`config.mk`:
```
export PLATFORM = sky130hd
export DESIGN_NAME = retransmit_slot_table
export DESIGN_NICKNAME = d
export VERILOG_FILES = /design/src/rsltab_pkg.sv /design/src/retransmit_slot_table.sv /design/src/rsltab_slots.sv /design/src/rsltab_unit.sv
export SDC_FILE = /design/constraint.sdc
export NUM_CORES = 1
export LEC_CHECK = 0
export BUFFER_PORTS_ARGS = -buffer_cell sky130_fd_sc_hd__buf_2
export CORE_UTILIZATION = 40
export DETAILED_ROUTE_END_ITERATION = 16
export PLACE_DENSITY = 0.56
export SLEW_MARGIN = 5
export SYNTH_ARGS = -nofsm -noshare
export SYNTH_HDL_FRONTEND = slang
export SYNTH_SLANG_ARGS = --single-unit
```
`constraint.sdc`:
```
create_clock -name i_clk -period 6.2 [get_ports i_clk]
set_clock_uncertainty 0.1 [all_clocks]
set_input_delay 0.62 -clock i_clk [delete_from_list [all_inputs] [get_ports i_clk]]
set_output_delay 0.62 -clock i_clk [all_outputs]
set_load 0.005 [all_outputs]
```
`src/rsltab_pkg.sv`:
```
// Shared types, constants and codes of the retransmit slot table.
package rsltab_pkg;

    localparam int NUM_SLOTS   = 8;
    localparam int IDX_W       = (NUM_SLOTS > 1) ? $clog2(NUM_SLOTS) : 1;
    localparam int CNT_W       = $clog2(NUM_SLOTS + 1);
    localparam int MAX_RESULTS = 8;
    localparam int NRES_W      = $clog2(MAX_RESULTS + 1);

    localparam logic [7:0] MAX_RETRIES_RST = 8'd3;

    typedef enum logic [1:0] {
        OP_ADD    = 2'd0,
        OP_REMOVE = 2'd1,
        OP_TICK   = 2'd2
    } t_op;

    typedef enum logic [2:0] {
        K_ADDED      = 3'd0,
        K_FULL       = 3'd1,
        K_REMOVED    = 3'd2,
        K_NOT_FOUND  = 3'd3,
        K_RETRANSMIT = 3'd4,
        K_EXPIRED    = 3'd5,
        K_TICK_IDLE  = 3'd6,
        K_BAD        = 3'd7
    } t_kind;

    typedef struct packed {
        logic [7:0]  len;
        logic [7:0]  ident;
        logic [7:0]  retries;
        logic [15:0] reload;
        logic [15:0] countdown;
    } t_slot;

    typedef struct packed {
        logic             we;
        logic [IDX_W-1:0] idx;
        t_slot            data;
    } t_slot_wr;

    // Outcome of evaluating one slot against the current request.
    typedef struct packed {
        logic       result;
        logic       write;
        t_slot      slot;
        t_kind      kind;
        logic [7:0] res_id;
        logic [7:0] res_len;
        logic [7:0] retry;
        logic       inc;
        logic       dec;
    } t_eval;

    typedef struct packed {
        t_kind      kind;
        logic [2:0] slot;
        logic [7:0] id;
        logic [7:0] len;
        logic [7:0] retry;
        logic [3:0] occ;
    } t_result;

endpackage

```
`src/retransmit_slot_table.sv`:
```
// An add or remove scans slots in order up to the match; a rejected request skips the scan.
// A tick scans every slot, one per cycle unless a new result must wait for the output.
// The single slot-evaluation unit serves every slot in turn; output back-pressure adds stalls, and a
// new request is accepted only in idle, once the previous one's final result is registered.
// Reset (synchronous, active low) frees all slots, clears the count and sets
// max_retries to 3.
module retransmit_slot_table (
    input  logic        i_clk,
    input  logic        i_rst_n,
    input  logic        i_s_tvalid,
    output logic        o_s_tready,
    input  logic [31:0] i_s_tdata,   // packet_id[7:0], packet_length[15:8], retry_timeout[31:16]
    input  logic [1:0]  i_s_tuser,   // operation[1:0]
    output logic        o_m_tvalid,
    input  logic        i_m_tready,
    output logic [31:0] o_m_tdata,   // slot_index[2:0], result_id[10:3], result_length[18:11],
                                     // retry_number[26:19], occupied[30:27], zero[31]
    output logic [2:0]  o_m_tuser,   // result_kind[2:0]
    output logic        o_m_tlast,
    input  logic        i_cfg_valid,
    output logic        o_cfg_ready,
    input  logic [7:0]  i_cfg_data
);

    typedef enum logic [2:0] {
        S_IDLE = 3'b001,
        S_SCAN = 3'b010,
        S_DONE = 3'b100
    } t_state;

    t_state                         r_state, n_state;
    rsltab_pkg::t_op                r_op, n_op;
    logic [7:0]                     r_id, n_id;
    logic [7:0]                     r_len, n_len;
    logic [15:0]                    r_tmo, n_tmo;
    logic [rsltab_pkg::IDX_W-1:0]   r_idx, n_idx;
    logic [rsltab_pkg::CNT_W-1:0]   r_occ, n_occ;
    logic [rsltab_pkg::NRES_W-1:0]  r_nres, n_nres;
    logic                           r_pend_valid, n_pend_valid;
    rsltab_pkg::t_result            r_pend, n_pend;
    logic                           r_out_valid, n_out_valid;
    logic                           r_out_last, n_out_last;
    rsltab_pkg::t_result            r_out, n_out;
    logic [7:0]                     r_max_retries;

    rsltab_pkg::t_slot    rd_slot;
    rsltab_pkg::t_slot_wr wr;
    rsltab_pkg::t_eval    ev;
    logic                 out_free;
    logic                 last_idx;
    logic                 cap_reached;
    logic [rsltab_pkg::CNT_W-1:0] occ_after;
    rsltab_pkg::t_result  ev_res;
    rsltab_pkg::t_result  idle_res;
    logic                 bad_req;
    rsltab_pkg::t_op      in_op;

    rsltab_slots u_slots (
        .i_clk     (i_clk),
        .i_rst_n   (i_rst_n),
        .i_rd_idx  (r_idx),
        .o_rd_data (rd_slot),
        .i_wr      (wr)
    );

    rsltab_unit u_unit (
        .i_op          (r_op),
        .i_id          (r_id),
        .i_len         (r_len),
        .i_tmo         (r_tmo),
        .i_max_retries (r_max_retries),
        .i_cap_reached (cap_reached),
        .i_slot        (rd_slot),
        .o_eval        (ev)
    );

    assign o_s_tready  = (r_state == S_IDLE);
    assign o_cfg_ready = 1'b1;
    assign o_m_tvalid  = r_out_valid;
    assign o_m_tuser   = r_out.kind;
    assign o_m_tlast   = r_out_last;
    assign o_m_tdata   = {1'b0, r_out.occ, r_out.retry, r_out.len, r_out.id, r_out.slot};

    assign out_free    = !r_out_valid || i_m_tready;
    assign last_idx    = (r_idx == rsltab_pkg::IDX_W'(rsltab_pkg::NUM_SLOTS - 1));
    assign cap_reached = (r_nres >= rsltab_pkg::NRES_W'(rsltab_pkg::MAX_RESULTS));
    assign in_op       = rsltab_pkg::t_op'(i_s_tuser);

    always_comb begin
        if (ev.inc) begin
            occ_after = r_occ + 1'b1;
        end else if (ev.dec) begin
            occ_after = r_occ - 1'b1;
        end else begin
            occ_after = r_occ;
        end
    end

    always_comb begin
        ev_res.kind  = ev.kind;
        ev_res.slot  = 3'(r_idx);
        ev_res.id    = ev.res_id;
        ev_res.len   = ev.res_len;
        ev_res.retry = ev.retry;
        ev_res.occ   = 4'(occ_after);
    end

    always_comb begin
        idle_res      = '0;
        idle_res.kind = rsltab_pkg::K_TICK_IDLE;
        idle_res.occ  = 4'(r_occ);
    end

    always_comb begin
        unique case (in_op)
            rsltab_pkg::OP_ADD:    bad_req = (i_s_tdata[7:0] == 8'd0) || (i_s_tdata[15:8] == 8'd0);
            rsltab_pkg::OP_REMOVE: bad_req = (i_s_tdata[7:0] == 8'd0);
            rsltab_pkg::OP_TICK:   bad_req = 1'b0;
            default:               bad_req = 1'b1;
        endcase
    end

    always_comb begin
        n_state      = r_state;
        n_op         = r_op;
        n_id         = r_id;
        n_len        = r_len;
        n_tmo        = r_tmo;
        n_idx        = r_idx;
        n_occ        = r_occ;
        n_nres       = r_nres;
        n_pend_valid = r_pend_valid;
        n_pend       = r_pend;
        n_out_valid  = r_out_valid && !i_m_tready;
        n_out_last   = r_out_last;
        n_out        = r_out;
        wr           = '0;
        wr.idx       = r_idx;
        wr.data      = ev.slot;

        unique case (r_state)
            S_IDLE: begin
                if (i_s_tvalid) begin
                    n_op         = in_op;
                    n_id         = i_s_tdata[7:0];
                    n_len        = i_s_tdata[15:8];
                    n_tmo        = i_s_tdata[31:16];
                    n_idx        = '0;
                    n_nres       = '0;
                    n_pend_valid = 1'b0;
                    if (bad_req) begin
                        n_pend.kind  = rsltab_pkg::K_BAD;
                        n_pend.slot  = 3'd0;
                        n_pend.id    = i_s_tdata[7:0];
                        n_pend.len   = i_s_tdata[15:8];
                        n_pend.retry = 8'd0;
                        n_pend.occ   = 4'(r_occ);
                        n_state      = S_DONE;
                    end else begin
                        n_state = S_SCAN;
                    end
                end
            end
            S_SCAN: begin
                if (r_op == rsltab_pkg::OP_TICK) begin
                    // A new result may need the held one pushed out first.
                    if (!(ev.result && r_pend_valid && !out_free)) begin
                        wr.we = ev.write;
                        n_occ = occ_after;
                        if (ev.result) begin
                            if (r_pend_valid) begin
                                n_out_valid = 1'b1;
                                n_out_last  = 1'b0;
                                n_out       = r_pend;
                            end
                            n_pend_valid = 1'b1;
                            n_pend       = ev_res;
                            n_nres       = r_nres + 1'b1;
                        end
                        if (last_idx) begin
                            if (!r_pend_valid && !ev.result) begin
                                n_pend = idle_res;
                            end
                            n_state = S_DONE;
                        end else begin
                            n_idx = r_idx + 1'b1;
                        end
                    end
                end else begin
                    if (ev.result) begin
                        wr.we   = 1'b1;
                        n_occ   = occ_after;
                        n_pend  = ev_res;
                        n_state = S_DONE;
                    end else if (last_idx) begin
                        n_pend.slot  = 3'd0;
                        n_pend.id    = r_id;
                        n_pend.retry = 8'd0;
                        n_pend.occ   = 4'(r_occ);
                        if (r_op == rsltab_pkg::OP_ADD) begin
                            n_pend.kind = rsltab_pkg::K_FULL;
                            n_pend.len  = r_len;
                        end else begin
                            n_pend.kind = rsltab_pkg::K_NOT_FOUND;
                            n_pend.len  = 8'd0;
                        end
                        n_state = S_DONE;
                    end else begin
                        n_idx = r_idx + 1'b1;
                    end
                end
            end
            S_DONE: begin
                if (out_free) begin
                    n_out_valid  = 1'b1;
                    n_out_last   = 1'b1;
                    n_out        = r_pend;
                    n_pend_valid = 1'b0;
                    n_state      = S_IDLE;
                end
            end
            default: begin
                n_state = S_IDLE;
            end
        endcase
    end

    always_ff @(posedge i_clk) begin
        if (!i_rst_n) begin
            r_state       <= S_IDLE;
            r_occ         <= '0;
            r_nres        <= '0;
            r_pend_valid  <= 1'b0;
            r_out_valid   <= 1'b0;
            r_max_retries <= rsltab_pkg::MAX_RETRIES_RST;
        end else begin
            r_state      <= n_state;
            r_occ        <= n_occ;
            r_nres       <= n_nres;
            r_pend_valid <= n_pend_valid;
            r_out_valid  <= n_out_valid;
            if (i_cfg_valid) begin
                r_max_retries <= i_cfg_data;
            end
        end
    end

    always_ff @(posedge i_clk) begin
        r_op       <= n_op;
        r_id       <= n_id;
        r_len      <= n_len;
        r_tmo      <= n_tmo;
        r_idx      <= n_idx;
        r_pend     <= n_pend;
        r_out_last <= n_out_last;
        r_out      <= n_out;
    end

endmodule

```
`src/rsltab_slots.sv`:
```
// Slot storage: per-slot length, id, retries, reload and countdown registers.
module rsltab_slots (
    input  logic                        i_clk,
    input  logic                        i_rst_n,
    input  logic [rsltab_pkg::IDX_W-1:0] i_rd_idx,
    output rsltab_pkg::t_slot           o_rd_data,
    input  rsltab_pkg::t_slot_wr        i_wr
);

    rsltab_pkg::t_slot r_slot [rsltab_pkg::NUM_SLOTS];

    always_ff @(posedge i_clk) begin
        if (!i_rst_n) begin
            for (int k = 0; k < rsltab_pkg::NUM_SLOTS; k++) begin
                r_slot[k] <= '0;
            end
        end else if (i_wr.we) begin
            r_slot[i_wr.idx] <= i_wr.data;
        end
    end

    assign o_rd_data = r_slot[i_rd_idx];

endmodule

```
`src/rsltab_unit.sv`:
```
// Shared evaluation unit: matches, fills, counts down, reloads and retires the slot under scan.
module rsltab_unit (
    input  rsltab_pkg::t_op   i_op,
    input  logic [7:0]        i_id,
    input  logic [7:0]        i_len,
    input  logic [15:0]       i_tmo,
    input  logic [7:0]        i_max_retries,
    input  logic              i_cap_reached,
    input  rsltab_pkg::t_slot i_slot,
    output rsltab_pkg::t_eval o_eval
);

    logic occupied;

    assign occupied = (i_slot.len != 8'd0);

    always_comb begin
        o_eval         = '0;
        o_eval.kind    = rsltab_pkg::K_BAD;
        o_eval.slot    = i_slot;
        o_eval.res_id  = i_slot.ident;
        o_eval.res_len = i_slot.len;
        unique case (i_op)
            rsltab_pkg::OP_ADD: begin
                if (!occupied) begin
                    o_eval.result         = 1'b1;
                    o_eval.write          = 1'b1;
                    o_eval.inc            = 1'b1;
                    o_eval.kind           = rsltab_pkg::K_ADDED;
                    o_eval.slot.len       = i_len;
                    o_eval.slot.ident     = i_id;
                    o_eval.slot.retries   = 8'd0;
                    o_eval.slot.reload    = i_tmo;
                    o_eval.slot.countdown = i_tmo;
                    o_eval.res_id         = i_id;
                    o_eval.res_len        = i_len;
                end
            end
            rsltab_pkg::OP_REMOVE: begin
                if (occupied && i_slot.ident == i_id) begin
                    o_eval.result = 1'b1;
                    o_eval.write  = 1'b1;
                    o_eval.dec    = 1'b1;
                    o_eval.kind   = rsltab_pkg::K_REMOVED;
                    o_eval.slot   = '0;
                    o_eval.res_id = i_id;
                end
            end
            rsltab_pkg::OP_TICK: begin
                if (occupied) begin
                    if (i_slot.countdown > 16'd1) begin
                        o_eval.write          = 1'b1;
                        o_eval.slot.countdown = i_slot.countdown - 16'd1;
                    end else if (!i_cap_reached) begin
                        o_eval.result = 1'b1;
                        o_eval.write  = 1'b1;
                        if (i_slot.retries >= i_max_retries) begin
                            o_eval.dec   = 1'b1;
                            o_eval.kind  = rsltab_pkg::K_EXPIRED;
                            o_eval.retry = i_slot.retries;
                            o_eval.slot  = '0;
                        end else begin
                            o_eval.kind           = rsltab_pkg::K_RETRANSMIT;
                            o_eval.retry          = i_slot.retries + 8'd1;
                            o_eval.slot.retries   = i_slot.retries + 8'd1;
                            o_eval.slot.countdown = i_slot.reload;
                        end
                    end
                end
            end
            default: begin
                o_eval.result = 1'b0;
            end
        endcase
    end

endmodule
```
==> results.json, run 1 <==
{
  "post_cts_resize_count": 0,
  "grtUsageTotal_pct": 23.19,
  "drt-wirelength-per-cell_um": 25.70,
  "chipHeight_um": 261.7,
  "grt_pass1_vias": 17814,
  "clkLatencyLatePin_ns": 0.65,
  "synth.cell_area_um2": 26990,
  "min_period_over_period_pct": 87.99,
  "cts_buffers": 61,
  "critical_path.endpoint": "u_slots.r_slot[2][12]",
  "finalHoldViolCount": 0,
  "synthesis.nets": 2131,
  "startpoint_type": "register",
  "worstSetupPathDepth": 12,
  "place.detailed.hpwl_um": 48420,
  "r2r_cells": 12,
  "critical_path.max_stage_delay_ns": 0.67,
  "synth_enable_flop_cells": 554,
  "outcome": "completed",
  "worst-slew-pin-transition_ns": 1.180,
  "area_growth_syn_to_layout_pct": 14.75,
  "post_synth_num_cell_types": 78,
  "initial_utilization_pct": 40.76,
  "synth_async_sr_flop_share_pct": 0,
  "detail_route.first_pass.iterations": 5,
  "netlist_top_cells_count": "554 x sky130_fd_sc_hd__edfxtp_1, 507 x sky130_fd_sc_hd__nor2_1, 123 x sky130_fd_sc_hd__nand2_1",
  "num_rows": 94,
  "worstSetupEndpointType": "register",
  "yosys_most_used_dff": "sky130_fd_sc_hd__edfxtp_1",
  "post_cts_hold_buffer_count": 0,
  "fin_util_pct": 46.77,
  "yosys.area.top_type_share_pct": 61.64,
  "cts_tree": "done",
  "grt_first_pass_wirelength_um": 116800,
  "synth_sequential_area_ratio_pct": 63.42,
  "portBuffers": 83,
  "place_ws_ns": 0.8400,
  "drt_iter0_markers": 1892,
  "max_cap_violations": 0,
  "critical_path.cell_chain": "mux4_2 -> mux2i_1 -> ha_1 -> nor2_1 -> or3b_1 -> or4_1 -> or4_1 -> a211o_1 -> buf_4 -> nand4_4 -> buf_4 -> nor2_1",
  "total_leakage_power_nw": 10.65,
  "worst-endpoint-arrival_ns": 5.72,
  "vdd.ir_drop.worst_v": 0.0002346,
  "clock-sinks": 578,
  "synth_top_cell_by_area": "sky130_fd_sc_hd__edfxtp_1",
  "postSynthCellCount": 2063,
  "yosysMostFrequentCell": "sky130_fd_sc_hd__edfxtp_1",
  "num_antenna_cells": 0,
  "h-tree-depth": 2,
  "initial_antenna_violation_count": 1,
  "path_class": "register to register",
  "route.detailed.drc": 0,
  "rsz_0062_raised_after_global_routing": "false",
  "clock_path_buffers": 3,
  "final_nets": 2227,
  "timing.slew.headroom_pct": 21.33,
  "report.power.total_mw": 12.00,
  "fin_tns_setup_ns": 0,
  "worst_slack_ns": 0.7448,
  "timing_max_transition_violations_final": 0,
  "grt_max_degree": 57,
  "required_ns": 6.46,
  "nFillCells": 5886,
  "crit_slowest_cell": "sky130_fd_sc_hd__or4_1",
  "drt.antenna.violating_nets": 0,
  "ctsRootBufferMaster": "sky130_fd_sc_hd__clkbuf_16",
  "crit_family": "simple AND/OR/NAND/NOR gates",
  "drive_gt1_share_pct": 20.18,
  "maxClockFrequency_ghz": 0.1833,
  "globalplace.congestion": 0.8799,
  "synth.avg_cell_area_um2": 13.08,
  "postCtsSetupBuffers": 0,
  "floorplan.die_area_um2": 68510,
  "core-area_um2": 66220,
  "route.detailed.vias_per_inst": 5.907,
  "layout.area.seq_um2": 17130,
  "globalRoute.totalOverflow": 0,
  "total_via_count_after_detailed_routing": 18158,
  "die_width_um": 261.7,
  "ys_warn_count": 0,
  "timing.final.crit_period_ns": 5.455,
  "timing.final.setup_violations": 0,
  "synth_area_leaders": "sky130_fd_sc_hd__edfxtp_1 62%, sky130_fd_sc_hd__mux4_2 9.0%, sky130_fd_sc_hd__nor2_1 7.1%",
  "p_per_area_nw_per_um2": 387.6,
  "regToRegEndpoint": "u_slots.r_slot[2][12]",
  "multiInputGateArea_um2": 9150,
  "peak_fanout_along_the_critical_path": 38,
  "min-delay-path-class": "primary input to register",
  "clk_pin_slew_ns": 0.07,
  "route.final.wire_length_um": 79000,
  "rrSetupSlack_ns": 0.74,
  "path_buf_inv": 2,
  "synth.ff_latch_count": 578,
  "num_io_pins": 86
}
[stage by stage]
stage,hold WS [ns],cell area (um^2),cells
after floorplan,0.3208,27010,2063
after global placement,0.3400,28860,2960
after detailed placement,0.3402,28860,2960
after CTS,0.02560,30970,3074
after global routing,0.03186,30970,3074
final,0.05654,30970,3074
[state kept, by name (all words and copies together), names as in the netlist, named ones only]
register and cells:
r_len 8, r_state 3, o_m_tlast 1, r_pend 34, o_m_tdata 31, r_occ 4, r_tmo 16, o_m_tuser 3
o_m_tvalid 1, r_pend_valid 1, r_max_retries 8, r_op 2, r_nres 4, r_id 8, u_slots.r_slot 448, r_idx 3
[metal layers]
metal  GRT usage, %  share of wire [%]  vias up  wire [um]
li1               -                  -     7948          -
met1          32.33                 42     9278      33190
met2          38.61                 48      812      38170
met4          5.620                2.2        2       1743
met3          2.932                7.5      118       5887
met5              0              0.016        -         13
[area by class of cell]
cell class | count | share of cell area (%)
multi-input combinational | 1309 | 29.55
clock inverter | 43 | 1.770
inverter | 34 | 0.4121
tap | 864 | 3.491
sequential | 578 | 55.31
timing repair buffer | 175 | 4.420
clock buffer | 71 | 5.051
[placed cells by master (no fill, tap or decap), types with 7 or more instances in the layout]
| cell type | count |
|---|---|
| sky130_fd_sc_hd__a22oi_1 | 10 |
| sky130_fd_sc_hd__nand2b_1 | 7 |
| sky130_fd_sc_hd__a221oi_1 | 11 |
| sky130_fd_sc_hd__bufinv_16 | 11 |
| sky130_fd_sc_hd__buf_12 | 21 |
| sky130_fd_sc_hd__clkinv_1 | 14 |
| sky130_fd_sc_hd__ha_1 | 21 |
| sky130_fd_sc_hd__clkbuf_16 | 61 |
| sky130_fd_sc_hd__nand2_4 | 8 |
| sky130_fd_sc_hd__clkinv_2 | 9 |
| sky130_fd_sc_hd__a221o_1 | 8 |
| sky130_fd_sc_hd__o21ai_0 | 59 |
| sky130_fd_sc_hd__a31oi_1 | 9 |
| sky130_fd_sc_hd__mux2i_1 | 38 |
| sky130_fd_sc_hd__clkbuf_1 | 10 |
| sky130_fd_sc_hd__edfxtp_1 | 554 |
| sky130_fd_sc_hd__nor2b_1 | 8 |
| sky130_fd_sc_hd__o31ai_1 | 9 |
| sky130_fd_sc_hd__nand2_1 | 114 |
| sky130_fd_sc_hd__a2bb2oi_1 | 10 |
| sky130_fd_sc_hd__buf_2 | 83 |
| sky130_fd_sc_hd__nor2_1 | 504 |
| sky130_fd_sc_hd__nand3_1 | 42 |
| sky130_fd_sc_hd__buf_4 | 71 |
| sky130_fd_sc_hd__nor3_1 | 14 |
| sky130_fd_sc_hd__o22ai_1 | 10 |
| sky130_fd_sc_hd__inv_1 | 32 |
| sky130_fd_sc_hd__o21ai_1 | 9 |
| sky130_fd_sc_hd__a211oi_1 | 15 |
| sky130_fd_sc_hd__mux4_2 | 108 |
| sky130_fd_sc_hd__xnor2_1 | 13 |
| sky130_fd_sc_hd__and3_1 | 12 |
| sky130_fd_sc_hd__a21oi_1 | 91 |
| sky130_fd_sc_hd__nor4_1 | 14 |
| sky130_fd_sc_hd__dfxtp_1 | 21 |
| sky130_fd_sc_hd__mux2_2 | 38 |
| sky130_fd_sc_hd__o211ai_1 | 8 |
[worst reg2reg max path: cells and delay by family, from the launching register on]
| kind | cells | cell delay [ns] |
|---|---|---|
| buffers and inverters | 2 | 0.77 |
| AND/OR/NAND/NOR | 6 | 2.01 |
| AO/OA/AOI/OAI | 1 | 0.38 |
| adder cells (fa/ha/maj) | 1 | 0.31 |
| multiplexers | 2 | 1.00 |
| flip-flops | 1 | 0.60 |
[where the power goes]
part	switching (mW)	internal (mW)
Clock	1.58	2.27
Sequential	0.202	4.54
Combinational	2.17	1.24
Total	3.95	8.05
[cell families (layout without fill, tap and decap cells)]
group / Yosys count / count (layout) / share of synthesized area [%]
and+or+nand+nor: 765 / 765 / 11.92
DFF: 578 / 578 / 63.42
AOI/OAI and AO/OA: 319 / 319 / 7.914
muxes: 184 / 184 / 12.01
buffers and inverters: 176 / 323 / 3.148
adders and majority gates: 21 / 21 / 0.9736
xor gates and xnor gates: 18 / 18 / 0.5842
other: 2 / 2 / 0.02783
[how the worst min path moves through the flow]
stage / start / end / cells past startpoint
after floorplan: r_pend[32] / o_m_tuser[1] / 0
after global routing: i_s_tdata[31] / r_tmo[15] / 1
after detailed placement: r_pend[32] / o_m_tuser[1] / 0
after global placement: r_pend[28] / o_m_tdata[0] / 0
after CTS: i_s_tdata[31] / r_tmo[15] / 1
final: i_s_tdata[19] / r_tmo[3] / 1
(Power assumes the default switching activity.)
==> run 2, diff against run 1 <==
- ABC_AREA: unset -> 1
==> results.json, run 2 <==
{
  "outcome": "completed",
  "portBuffers": 83,
  "hold_path_depth": 1,
  "registers.top_by_ff_count": "u_slots.r_slot",
  "drt_iter0_markers": 2572,
  "max_cap_violations": 0,
  "startpoint_type": "register",
  "route.final.wire_length_um": 87270,
  "yosys.area.top_type_share_pct": 58.45,
  "num_antenna_cells": 0,
  "num_rows": 97,
  "postCtsSetupBuffers": 0,
  "rrSetupSlack_ns": 0.77,
  "synth_async_sr_flop_share_pct": 0,
  "detail_route.first_pass.iterations": 6,
  "synth.avg_cell_area_um2": 9.235,
  "regToRegEndpoint": "u_slots.r_slot[4][6]",
  "cts_buffers": 66,
  "largest_register_ff_count": 448,
  "worst-slew-pin-transition_ns": 1.012,
  "synth_enable_flop_cells": 554,
  "h-tree-depth": 3,
  "num_io_pins": 86,
  "initial_utilization_pct": 40.50,
  "synth_area_leaders": "sky130_fd_sc_hd__edfxtp_1 58%, sky130_fd_sc_hd__nor2_1 9.6%, sky130_fd_sc_hd__nand2_1 7.6%",
  "chipHeight_um": 268.8,
  "maxClockFrequency_ghz": 0.1841,
  "clock_path_buffers": 3,
  "clock-sinks": 578,
  "report.power.total_mw": 14.36,
  "critical-path-top-cell-by-count": "sky130_fd_sc_hd__nand2_1",
  "rsz_0062_raised_after_global_routing": "false",
  "share_clk_of_total_power_pct": 26.6,
  "p_sw_mw": 6.029,
  "floorplan.die_area_um2": 72230,
  "final_cell_mix": "728 x sky130_fd_sc_hd__nor2_1, 565 x sky130_fd_sc_hd__nand2_1, 554 x sky130_fd_sc_hd__edfxtp_1",
  "placedCellCount": 4004,
  "clkLatencyLatePin_ns": 0.62,
  "total_leakage_power_nw": 12.68,
  "drive_gt1_share_pct": 9.837,
  "sw_frac_of_total_pct": 41.99,
  "finalHoldViolCount": 0,
  "postSynthCellCount": 3082,
  "path_class": "register to register",
  "timing.final.setup_violations": 0,
  "critical_path.endpoint": "u_slots.r_slot[4][6]",
  "post_cts_hold_buffer_count": 0,
  "r2r_cells": 19,
  "timing.final.crit_period_ns": 5.432,
  "min-delay-path-class": "primary input to register",
  "final_nets": 3200,
  "synth_sequential_area_ratio_pct": 60.14,
  "drt.antenna.violating_nets": 0,
  "hold-worst-slack_ns": 0.07426,
  "synth.cell_area_um2": 28460,
  "post_layout_nonfiller_instances": 4122,
  "vdd.ir_drop.worst_v": 0.0003178,
  "required_ns": 6.39,
  "post_synth_num_cell_types": 52,
  "peak_fanout_along_the_critical_path": 158,
  "initial_antenna_violation_count": 0,
  "ys_warn_count": 0,
  "core-area_um2": 70270,
  "fin_tns_setup_ns": 0,
  "ctsRootBufferMaster": "sky130_fd_sc_hd__clkbuf_16",
  "clk_pin_slew_ns": 0.06,
  "power.sequential.fraction_pct": 34.7,
  "comb_power_share_pct": 38.8,
  "timing.slew.headroom_pct": 32.53,
  "worst-endpoint-arrival_ns": 5.62,
  "area_growth_syn_to_layout_pct": 12.63,
  "power_report.internal_total_mw": 8.331,
  "total_via_count_after_detailed_routing": 22629,
  "grt_first_pass_wirelength_um": 132300,
  "place.detailed.hpwl_um": 53590,
  "min_period_over_period_pct": 87.61,
  "globalplace.congestion": 0.8955,
  "synthesis.nets": 3150,
  "synth_top_cell_by_area": "sky130_fd_sc_hd__edfxtp_1",
  "timing_max_transition_violations_final": 0,
  "synth.ff_latch_count": 578,
  "critical_path.cell_chain": "buf_12 -> buf_4 -> nand2_1 -> nand3_1 -> nand3_1 -> nand2_1 -> nand2_1 -> inv_1 -> nand3_1 -> nor2_4 -> nand3_2 -> nand3_2 -> nand2_4 -> nand2_4 -> nand2_1 -> nor2_2 -> nand4_4 -> nand2_4 -> buf_4",
  "layout_commonest_cell": "sky130_fd_sc_hd__nor2_1",
  "place_ws_ns": 0.8851,
  "grt_max_degree": 159,
  "grtUsageTotal_pct": 24.29,
  "globalRoute.totalOverflow": 0,
  "yosys_most_used_dff": "sky130_fd_sc_hd__edfxtp_1",
  "route.detailed.drc": 0,
  "final_area_um2": 32060,
  "post_cts_resize_count": 0,
  "fin_util_pct": 45.62,
  "drt-wirelength-per-cell_um": 21.17,
  "worstSetupEndpointType": "register",
  "crit_slowest_cell": "sky130_fd_sc_hd__nor2_2",
  "worst_slack_ns": 0.7685,
  "critical_path.max_stage_delay_ns": 0.51,
  "detailed_place.area_um2": 30000,
  "cts_tree": "done",
  "netlist_top_cells_count": "729 x sky130_fd_sc_hd__nor2_1, 573 x sky130_fd_sc_hd__nand2_1, 554 x sky130_fd_sc_hd__edfxtp_1",
  "grt_pass1_vias": 21916,
  "yosysMostFrequentCell": "sky130_fd_sc_hd__nor2_1",
  "route.detailed.vias_per_inst": 5.490,
  "die_width_um": 268.8,
  "p_per_area_nw_per_um2": 447.9
}
==> run 2: cell count changes in the layout (fill, tap and decap cells not counted), moves of 15 or more <==
cell                       delta
sky130_fd_sc_hd__nand2_1    +451
sky130_fd_sc_hd__inv_1      +239
sky130_fd_sc_hd__nor2_1     +224
sky130_fd_sc_hd__o21ai_0    +173
sky130_fd_sc_hd__nand3_1    +117
sky130_fd_sc_hd__mux4_2     -108
sky130_fd_sc_hd__o22ai_1     +52
sky130_fd_sc_hd__mux2_2      -38
sky130_fd_sc_hd__mux2i_1     -37
sky130_fd_sc_hd__o211ai_1    +15
==> run 2: power by group through the flow <==
stage / combinational (mW) / sequential (mW) / clock [mW]
final: 5.57 / 4.98 / 3.81
after global routing: 6.10 / 5.01 / 4.01
after CTS: 5.51 / 4.97 / 3.87
after detailed placement: 5.48 / 5.05 / 0
after global placement: 5.44 / 5.04 / 0
after floorplan: 3.63 / 4.95 / 0
==> run 2: per-layer routing <==
layer,track usage [%],share of wire (%),vias up
li1,-,-,10437
met1,33.59,43,11040
met5,0,0,-
met4,7.386,2.7,0
met2,39.62,47,987
met3,3.324,7.5,165
==> run 2: cell families after synthesis <==
group                      count (synthesis)  share of synthesized area [%]
AOI/OAI and AO/OA                        481                          9.632
other                                      2                        0.02639
buffers and inverters                    460                          7.289
DFF                                      578                          60.14
muxes                                      1                        0.03517
xor gates and xnor gates                  11                         0.3385
and+or+nand+nor                         1528                          21.62
adders and majority gates                 21                         0.9232
==> run 2: how the worst min path moves through the flow <==
stage | startpoint | to | slack (ns)
finish | i_s_tdata[31] | r_tmo[15] | 0.07
global route | i_s_tdata[22] | r_tmo[6] | 0.06
CTS | i_s_tdata[31] | r_tmo[15] | 0.05
detailed placement | r_pend[7] | o_m_tdata[22] | 0.33
global placement | r_pend[31] | o_m_tuser[0] | 0.34
floorplan | r_pend[4] | o_m_tdata[19] | 0.32
==> run 2: cell type report <==
class	instances	area, um^2
Clock inverter	38	359.1
Multi-Input combinational cell	2044	9417
Fill cell	6705	38210
Timing Repair Buffer	162	1221
Inverter	280	1056
Sequential cell	578	17130
Tap cell	940	1176
Clock buffer	80	1704
==> run 2: critical path: cells and delay by family, from the launching register on <==
| kind | cells | cell delay, ns |
|---|---|---|
| buffers and inverters | 4 | 1.39 |
| flip-flops | 1 | 0.38 |
| AND/OR/NAND/NOR | 15 | 3.00 |
==> run 3, diff against run 2 <==
- CORE_UTILIZATION: 40 -> 28
- PLACE_DENSITY: 0.56 -> 0.43
- SKIP_CTS_REPAIR_TIMING: unset -> 1
==> results.json, run 3 (synthesized netlist as in run 2, its figures left out) <==
{
  "critical_path.max_stage_delay_ns": 0.87,
  "drt-wirelength-per-cell_um": 21.19,
  "num_antenna_cells": 0,
  "floorplan.die_area_um2": 102900,
  "clkLatencyLatePin_ns": 0.62,
  "globalRoute.totalOverflow": 0,
  "total_via_count_after_detailed_routing": 21866,
  "place.detailed.hpwl_um": 56030,
  "clk_pin_slew_ns": 0.06,
  "grtUsageTotal_pct": 18.47,
  "grt_max_degree": 159,
  "route.final.wire_length_um": 95850,
  "detail_route.first_pass.iterations": 6,
  "multiInputGateArea_um2": 9417,
  "h-tree-depth": 3,
  "min-delay-path-class": "primary input to register",
  "startpoint_type": "register",
  "nFillCells": 10563,
  "timing_max_transition_violations_final": 0,
  "portBuffers": 83,
  "registers.top_by_ff_count": "u_slots.r_slot",
  "p_per_area_nw_per_um2": 444.5,
  "grt_pass1_vias": 21206,
  "route.detailed.vias_per_inst": 4.834,
  "total_leakage_power_nw": 12.56,
  "rrSetupSlack_ns": 0.67,
  "route.detailed.drc": 0,
  "worst-slew-pin-transition_ns": 1.144,
  "initial_utilization_pct": 28.34,
  "area_growth_syn_to_layout_pct": 13.61,
  "crit_slowest_cell": "sky130_fd_sc_hd__buf_4",
  "num_io_pins": 86,
  "post_layout_nonfiller_instances": 4523,
  "r2r_cells": 19,
  "critical_path.cell_chain": "inv_6 -> buf_4 -> nand2_1 -> nand3_1 -> nand3_1 -> nand2_1 -> nand2_1 -> nor2_2 -> nand4_2 -> nor2_4 -> nand3_2 -> nand3_2 -> nand2_4 -> nor3_1 -> nor2_2 -> buf_4 -> nand4_4 -> buf_4 -> nor2_1",
  "die_width_um": 320.8,
  "timing.hold.worst.start": "i_s_tdata[29]",
  "layout_commonest_cell": "sky130_fd_sc_hd__nor2_1",
  "clock-sinks": 578,
  "layout.area.seq_um2": 17130,
  "largest_register_ff_count": 448,
  "final_nets": 3190,
  "globalplace.congestion": 0.8539,
  "cts_buffers": 67,
  "worstSetupEndpointType": "register",
  "initial_antenna_violation_count": 1,
  "min_period_over_period_pct": 89.19,
  "path_class": "register to register",
  "hold-worst-slack_ns": 0.07854,
  "final_cell_mix": "728 x sky130_fd_sc_hd__nor2_1, 565 x sky130_fd_sc_hd__nand2_1, 554 x sky130_fd_sc_hd__edfxtp_1",
  "required_ns": 6.41,
  "timing.slew.headroom_pct": 23.76,
  "num_rows": 116,
  "timing.final.crit_period_ns": 5.530,
  "outcome": "completed",
  "vdd.ir_drop.worst_v": 0.0002218,
  "hold_path_depth": 1,
  "worst_hold_path.endpoint": "r_tmo[13]",
  "peak_fanout_along_the_critical_path": 80,
  "final_area_um2": 32340,
  "grt_first_pass_wirelength_um": 141300,
  "fin_tns_setup_ns": 0,
  "placedCellCount": 4410,
  "finalHoldViolCount": 0,
  "drt_iter0_markers": 1740,
  "chipHeight_um": 320.8,
  "maxClockFrequency_ghz": 0.1808,
  "ctsRootBufferMaster": "sky130_fd_sc_hd__clkbuf_16",
  "cts_tree": "done",
  "core-area_um2": 100400,
  "detailed_place.area_um2": 30360,
  "drt.antenna.violating_nets": 0,
  "clock_path_buffers": 3,
  "rsz_0062_raised_after_global_routing": "false",
  "timing.final.setup_violations": 0,
  "worst-endpoint-arrival_ns": 5.74,
  "drive_gt1_share_pct": 9.223,
  "regToRegEndpoint": "u_slots.r_slot[0][15]",
  "max_cap_violations": 0
}
-- run 3: final cells by class --
class	instances	share of cell area [%]
sequential	578	52.96
multi-input combinational	2044	29.12
clock buffer	84	5.545
tap	1357	5.251
timing repair buffer	151	3.289
inverter	280	3.274
clock inverter	29	0.5611
-- run 3: metrics by stage --
stage	power, mW	util [%]	setup slack [ns]
after floorplan	8.587	-	0.5909
after global placement	10.77	30.23	0.7634
after detailed placement	10.74	30.23	0.6946
after CTS	14.51	32.20	0.6587
after global routing	15.24	32.20	0.2958
final	14.37	32.20	0.6702
-- run 3: routing by layer --
metal,part of all wire (%),GRT usage [%],vias to the layer above
li1,-,-,10421
met1,45,24.89,10758
met2,47,30.36,539
met3,5.1,2.966,148
met4,2.7,5.577,0
met5,0,0.1418,-
-- run 3: how the worst max path moves through the flow --
stage                                       end     start
final                     u_slots.r_slot[0][15]  register
after floorplan                    o_m_tdata[0]  register
after global placement    u_slots.r_slot[0][31]  register
after global routing      u_slots.r_slot[5][53]  register
after detailed placement  u_slots.r_slot[0][31]  register
after CTS                 u_slots.r_slot[0][38]  register
-- run 3: where the power goes --
group	internal, mW	switching [mW]	leakage, nW
logic	1.33	4.34	5.79
clock network	2.12	1.61	0.961
registers	4.75	0.220	5.81
total	8.20	6.18	12.6
-- run 3: critical path, delay by kind of cell, from the launching register on --
kind | cells | cell delay, ns
buffers and inverters | 4 | 2.19
flip-flops | 1 | 0.39
AND/OR/NAND/NOR | 15 | 2.41
